**config.mk**
```make
export PLATFORM = sky130hd
export DESIGN_NAME = keypad_matrix_scan_hid_report_top
export DESIGN_NICKNAME = d
export VERILOG_FILES = /design/src/sv/kmshr_pkg.sv /design/src/sv/keypad_matrix_scan_hid_report_top.sv
export SDC_FILE = /design/constraint.sdc
export NUM_CORES = 1
export LEC_CHECK = 0
export BUFFER_PORTS_ARGS = -buffer_cell sky130_fd_sc_hd__buf_4
export CELL_PAD_IN_SITES_DETAIL_PLACEMENT = 1
export CELL_PAD_IN_SITES_GLOBAL_PLACEMENT = 1
export CORE_ASPECT_RATIO = 0.6
export CORE_MARGIN = 2
export CORE_UTILIZATION = 34
export DETAILED_ROUTE_END_ITERATION = 16
export PLACE_DENSITY_LB_ADDON = 0.15
export SETUP_SLACK_MARGIN = 0.4
export SLEW_MARGIN = 10
export SYNTH_ARGS = -nofsm -noshare
export SYNTH_HDL_FRONTEND = slang
export SYNTH_SLANG_ARGS = --single-unit
```
**constraint.sdc**
```tcl
create_clock -name clk_i -period 16.5 [get_ports clk_i]
set_input_delay 3.3 -clock clk_i [delete_from_list [all_inputs] [get_ports clk_i]]
set_output_delay 3.3 -clock clk_i [all_outputs]
set_load 0.05 [all_outputs]
```
**src/sv/kmshr_pkg.sv**
```systemverilog
`timescale 1ns / 1ps
// ----------------------------------------------------------------------------
// kmshr_pkg
// Shared constants and helpers for the keypad matrix scanner.
// ----------------------------------------------------------------------------
package kmshr_pkg;

  localparam int unsigned NUM_KEYS     = 18;
  localparam int unsigned NUM_ROWS     = 4;
  localparam int unsigned MAX_COLS     = 5;
  localparam int unsigned REPORT_SLOTS = 6;

  localparam int unsigned RowW      = (NUM_ROWS > 1) ? $clog2(NUM_ROWS) : 1;
  localparam int unsigned ColInW    = 5;
  localparam int unsigned DriveW    = 4;
  localparam int unsigned CodeW     = 8;
  localparam int unsigned OutSlots  = 6;
  localparam int unsigned CntW      = 6;
  localparam int unsigned InDataW   = 8;
  localparam int unsigned OutDataW  = 56;

  typedef logic [NUM_KEYS-1:0] key_vec_t;
  typedef logic [RowW-1:0]     row_idx_t;
  typedef logic [CodeW-1:0]    code_t;

  function automatic int unsigned row_cols(input int unsigned r);
    if (r < 2) begin
      return MAX_COLS;
    end
    return (MAX_COLS > 1) ? MAX_COLS - 1 : 0;
  endfunction

  function automatic int unsigned row_base(input int unsigned r);
    int unsigned b;
    b = 0;
    for (int unsigned k = 0; k < r; k++) begin
      b += row_cols(k);
    end
    return b;
  endfunction

  function automatic logic [DriveW-1:0] drive_for(input row_idx_t r);
    logic [DriveW-1:0] d;
    d = '1;
    for (int unsigned i = 0; i < DriveW; i++) begin
      if (32'(r) == i) begin
        d[i] = 1'b0;
      end
    end
    return d;
  endfunction

  function automatic code_t usage_code(input int unsigned k);
    code_t c;
    case (k)
      0:       c = 8'h53;
      1:       c = 8'h5F;
      2:       c = 8'h60;
      3:       c = 8'h61;
      4:       c = 8'h57;
      5:       c = 8'h56;
      6:       c = 8'h5C;
      7:       c = 8'h5D;
      8:       c = 8'h5E;
      9:       c = 8'h2A;
      10:      c = 8'h38;
      11:      c = 8'h59;
      12:      c = 8'h5A;
      13:      c = 8'h5B;
      14:      c = 8'h55;
      15:      c = 8'h62;
      16:      c = 8'h37;
      17:      c = 8'h58;
      default: c = 8'h00;
    endcase
    return c;
  endfunction

endpackage

```
**src/sv/keypad_matrix_scan_hid_report_top.sv**
```systemverilog
`timescale 1ns / 1ps
// ----------------------------------------------------------------------------
// keypad_matrix_scan_hid_report_top
// Row-by-row keypad matrix scanner producing HID keyboard key reports.
// ----------------------------------------------------------------------------
// Output: an accepted row sample's result is registered into the output
//   register.
// Throughput: one row sample per cycle unless m_axis_tready back-pressure
//   stalls it; the output register is the only stage, refilled in the cycle it is taken.
// Reset: row 0, all keys released, no report sent yet, output empty.
module keypad_matrix_scan_hid_report_top (
  input  logic                              clk_i,
  input  logic                              rst_ni,
  input  logic                              s_axis_tvalid,
  output logic                              s_axis_tready,
  // [4:0] col_levels
  input  logic [kmshr_pkg::InDataW-1:0]     s_axis_tdata,
  output logic                              m_axis_tvalid,
  input  logic                              m_axis_tready,
  // [3:0] row_drive, [11:4] key_slot_0 ... [51:44] key_slot_5
  output logic [kmshr_pkg::OutDataW-1:0]    m_axis_tdata,
  // [0] report_valid
  output logic                              m_axis_tuser
);

  localparam int unsigned NK = kmshr_pkg::NUM_KEYS;

  kmshr_pkg::row_idx_t row_q, row_d;
  kmshr_pkg::key_vec_t keys_q, keys_d;
  kmshr_pkg::key_vec_t rep_keys_q, rep_keys_d;
  logic                rep_once_q, rep_once_d;
  logic                out_valid_q;
  logic [kmshr_pkg::DriveW-1:0] drive_q, drive_d;
  logic                rep_q, rep_d;
  kmshr_pkg::code_t    slot_q [kmshr_pkg::OutSlots];
  kmshr_pkg::code_t    slot_d [kmshr_pkg::OutSlots];
  logic [kmshr_pkg::CntW-1:0] below_cnt [NK];

  logic [kmshr_pkg::ColInW-1:0] cols;
  logic                         accept;
  logic                         last_row;

  assign cols          = s_axis_tdata[kmshr_pkg::ColInW-1:0];
  assign s_axis_tready = !out_valid_q || m_axis_tready;
  assign accept        = s_axis_tvalid && s_axis_tready;
  assign last_row      = (row_q == kmshr_pkg::row_idx_t'(kmshr_pkg::NUM_ROWS - 1));

  // key vector update from the current row sample
  always_comb begin
    keys_d = keys_q;
    for (int unsigned r = 0; r < kmshr_pkg::NUM_ROWS; r++) begin
      for (int unsigned c = 0; c < kmshr_pkg::ColInW; c++) begin
        if (row_q == kmshr_pkg::row_idx_t'(r) && c < kmshr_pkg::row_cols(r) &&
            kmshr_pkg::row_base(r) + c < NK) begin
          keys_d[kmshr_pkg::row_base(r) + c] = cols[c];
        end
      end
    end
  end

  always_comb begin
    row_d = last_row ? '0 : row_q + kmshr_pkg::row_idx_t'(1);
    drive_d = kmshr_pkg::drive_for(row_d);
    rep_d = last_row && (!rep_once_q || keys_d != rep_keys_q);
    rep_once_d = rep_once_q || rep_d;
    rep_keys_d = rep_d ? keys_d : rep_keys_q;
  end

  // pressed keys below each position pick the slot
  always_comb begin
    for (int unsigned k = 0; k < NK; k++) begin
      below_cnt[k] = kmshr_pkg::CntW'($countones(~keys_d & ((NK)'(1) << k) - (NK)'(1)));
    end
  end

  always_comb begin
    for (int unsigned j = 0; j < kmshr_pkg::OutSlots; j++) begin
      slot_d[j] = '0;
      for (int unsigned k = 0; k < NK; k++) begin
        if (rep_d && j < kmshr_pkg::REPORT_SLOTS && !keys_d[k] &&
            below_cnt[k] == kmshr_pkg::CntW'(j)) begin
          slot_d[j] = slot_d[j] | kmshr_pkg::usage_code(k);
        end
      end
    end
  end

  always_ff @(posedge clk_i or negedge rst_ni) begin
    if (!rst_ni) begin
      row_q       <= '0;
      keys_q      <= '1;
      rep_keys_q  <= '0;
      rep_once_q  <= 1'b0;
      out_valid_q <= 1'b0;
    end else begin
      if (accept) begin
        row_q      <= row_d;
        keys_q     <= keys_d;
        rep_keys_q <= rep_keys_d;
        rep_once_q <= rep_once_d;
      end
      if (accept) begin
        out_valid_q <= 1'b1;
      end else if (m_axis_tready) begin
        out_valid_q <= 1'b0;
      end
    end
  end

  always_ff @(posedge clk_i) begin
    if (accept) begin
      drive_q <= drive_d;
      rep_q   <= rep_d;
      for (int unsigned j = 0; j < kmshr_pkg::OutSlots; j++) begin
        slot_q[j] <= slot_d[j];
      end
    end
  end

  assign m_axis_tvalid = out_valid_q;
  assign m_axis_tuser  = rep_q;
  assign m_axis_tdata  = {4'h0, slot_q[5], slot_q[4], slot_q[3], slot_q[2],
                          slot_q[1], slot_q[0], drive_q};

  a_no_report_zero: assert property (@(posedge clk_i) disable iff (!rst_ni)
    (m_axis_tvalid && !m_axis_tuser) |-> (m_axis_tdata[51:4] == '0))
    else $error("slots not cleared without report");

  a_drive_onehot_low: assert property (@(posedge clk_i) disable iff (!rst_ni)
    m_axis_tvalid |-> ($countones(~m_axis_tdata[3:0]) == 1 || m_axis_tdata[3:0] == 4'hF))
    else $error("row drive has more than one active row");

  a_wrap: assert property (@(posedge clk_i) disable iff (!rst_ni)
    (accept && last_row) |=> (row_q == '0))
    else $error("row index did not wrap after last row");

  a_report_sets_once: assert property (@(posedge clk_i) disable iff (!rst_ni)
    (accept && rep_d) |=> (rep_once_q && rep_keys_q == $past(keys_d)))
    else $error("report state not recorded");

  a_report_only_last: assert property (@(posedge clk_i) disable iff (!rst_ni)
    (accept && !last_row) |=> !rep_q)
    else $error("report outside last row");

endmodule
```
==> impl_metrics.yaml <==
synth:
  synth_ff_type: "edfxtp_1"
  ys.warnings.count: 0
  synth_cell_type_count: 78
  synth.most_common_cell: "o21ai_0"
  synthTopCellsByArea: "edfxtp_1, ha_1, dfrtp_1"
  async_flop_share: 0.460
  post_synth.cell_area_avg_um2: 9.37
  syn_area_um2: 7460
  ys_ff_latch: 87
  synth_top_area_cell: "edfxtp_1"
  synth.top_cells.by_count: "o21ai_0, nand2_1, inv_1, ha_1"
  synth-edff-count: 47
  syn-instance-count: 796
  yosysTopAreaCellShare: 0.189
  synth_seq_area_share: 0.326
floorplan:
  die_h_um: 119
  die_x_um: 195
  row_count: 41
  core-area_um2: 21300
  initial_utilization: 0.350
  io_pins: 71
  fp.dieArea_um2: 23200
clock_network:
  cts_max_path_buffers: 2
  cts-root-buf: "clkbuf_16"
  clkSinkCount: 87
  tritoncts: "yes"
  ctsResizeCount: 0
  clock_latency_ns: 0.36
  cts_buffers: 9
  h-tree-depth: 3
  path_clk_slew_ns: 0.07
  hold_buffers: 0
  post_cts_buffers: 0
setup_path:
  crit_buf_inv: 5
  slowest_delay_ns: 0.98
  cp.depth: 19
  end_kind: "flop"
  r2r_slack_ns: 7.71
  cp-start-kind: "primary input"
  crit_type: "in -> reg"
  arrival_ns: 10.86
  crit_top_cell: "fa_1"
  worst-r2r-cell-count: 20
  worstPathCellList: "buf_4 > mux2i_1 > inv_1 > fa_1 > inv_1 > fa_1 > ha_1 > fa_1 > buf_4 > fa_1 > inv_1 > fa_1 > nor2b_1 > xnor3_1 > nor3b_1 > nor3b_1 > nor4_1 > o31ai_1 > o211ai_1"
  path_delay_family: "adder cells"
  cp.required_ns: 16.70
  slowest_stage: "nor4_1"
  cp_max_fo: 19
cells_and_area:
  stdcell_count: 1130
  drive_above_1_share: 0.155
  final_area_um2: 8460
  area_growth_pct: 13.4
  fillCellCount: 2444
  final_nets: 939
drt:
  drc: 0
  avgViaCountPerCell: 5.84
  wl_per_cell_um: 24.4
  final_antenna_net_count: 0
  drt_iter0_markers: 533
  vias: 6594
  dr.pass1.iters: 5
  drt-total-wl_um: 27600
global_routing:
  grt_pass1_vias: 6823
  antenna_found_initial: 1
  grt_max_degree: 54
  grt_use_total: 0.246
  grt_first_pass_wirelength_um: 42700
  grt_overflow: 0
placement:
  dpl_cell_area_um2: 8150
  dp.cells: 1113
  io_buffers: 57
  gp_congestion: 0.934
  dp.final_hpwl_um: 22400
sta:
  rsz0062_at_grt: "false"
  drv_slew: 0
  hold_viol_final: 0
  hold_slack_ns: 0.486
  setup_viol: 0
  skew_ns: 0.00922
  slew-limit-headroom: 0.137
  worstMarginPinSlew_ns: 1.28
  period_minus_slack_ns: 10.66
  fin_crit_sh: 0.646
  setup_tns_ns: 0
  fmax_mhz: 93.8
outcome:
  status: "complete, no violations"
run:
  cap_viol_max_count: 0
min_path:
  whs_path_depth: 2
  hp-class: "reg -> reg"
[worst min-delay path, stage by stage, from the launching register on]
cell and delay (ns):
dfstp_2 0.37, nand2_1 0.04, o21ai_0 0.07
[cells in the final DEF (no fill, tap or decap), drive strengths merged, types with 18 or more instances in the layout]
cell type / n
buf: 65
ha: 57
fa: 25
xnor2: 25
nor3: 22
o21ai: 71
a21oi: 34
edfxtp: 47
nor2: 47
inv: 65
nand2: 65
nand3: 25
dfrtp: 22
dfstp: 18
[per-layer routing]
metal  global-route usage  vias up  share of wire
met2                0.354      182           0.41
met4               0.0415        0         0.0064
li1                     -     2984              -
met1                0.388     3416           0.53
met5                    0        -              0
met3               0.0340       12          0.053
[flip-flops by register name, summed over array words and instances (netlist names)]
name and count:
drive_q 4, keys_q 18, m_axis_tuser 1, m_axis_tvalid 1, rep_keys_q 18, rep_once_q 1
row_q 2, slot_q 42
[path summary, 6_finish.rpt]
kind | from | endpoint
setup / recovery | s_axis_tdata[3] | slot_q[4][6]
hold / removal | keys_q[9] | keys_q[9]
setup reg to reg | row_q[0] | slot_q[4][6]
hold reg to reg | keys_q[9] | keys_q[9]
max in group asynchronous | rst_ni | keys_q[2]
min in group asynchronous | rst_ni | rep_keys_q[14]
[area by class of cell]
cell class / count / area [um2] / share of cell area
well taps: 279 / 349 / 0.0413
flip-flops and latches: 87 / 2430 / 0.288
repair buffers: 65 / 488 / 0.0577
diodes: 1 / 2.50 / 0.000296
inverters: 63 / 236 / 0.0280
clock inverters: 7 / 77.6 / 0.00917
multi-input cells: 619 / 4640 / 0.549
clock buffers: 9 / 225 / 0.0266
[per-stage QoR]
| stage | setup WS [ns] | utilization |
|---|---|---|
| global placement | 5.86 | 0.383 |
| global route | 5.57 | 0.397 |
| detailed placement | 5.62 | 0.383 |
| finish | 5.84 | 0.397 |
| CTS | 5.98 | 0.397 |
| floorplan | 7.34 | - |
[cells by family after synthesis]
family / Yosys count / synth area share
AO/OA/AOI/OAI: 203 / 0.178
adder cells (fa/ha/maj): 83 / 0.164
other: 1 / 0.000503
multiplexers: 20 / 0.0327
flip-flops: 87 / 0.326
XOR/XNOR: 38 / 0.0523
AND/OR/NAND/NOR: 265 / 0.189
buffers and inverters: 99 / 0.0567
Power is not shown: default switching activity piles up to over one toggle a cycle in this logic, so the estimate is an artifact.
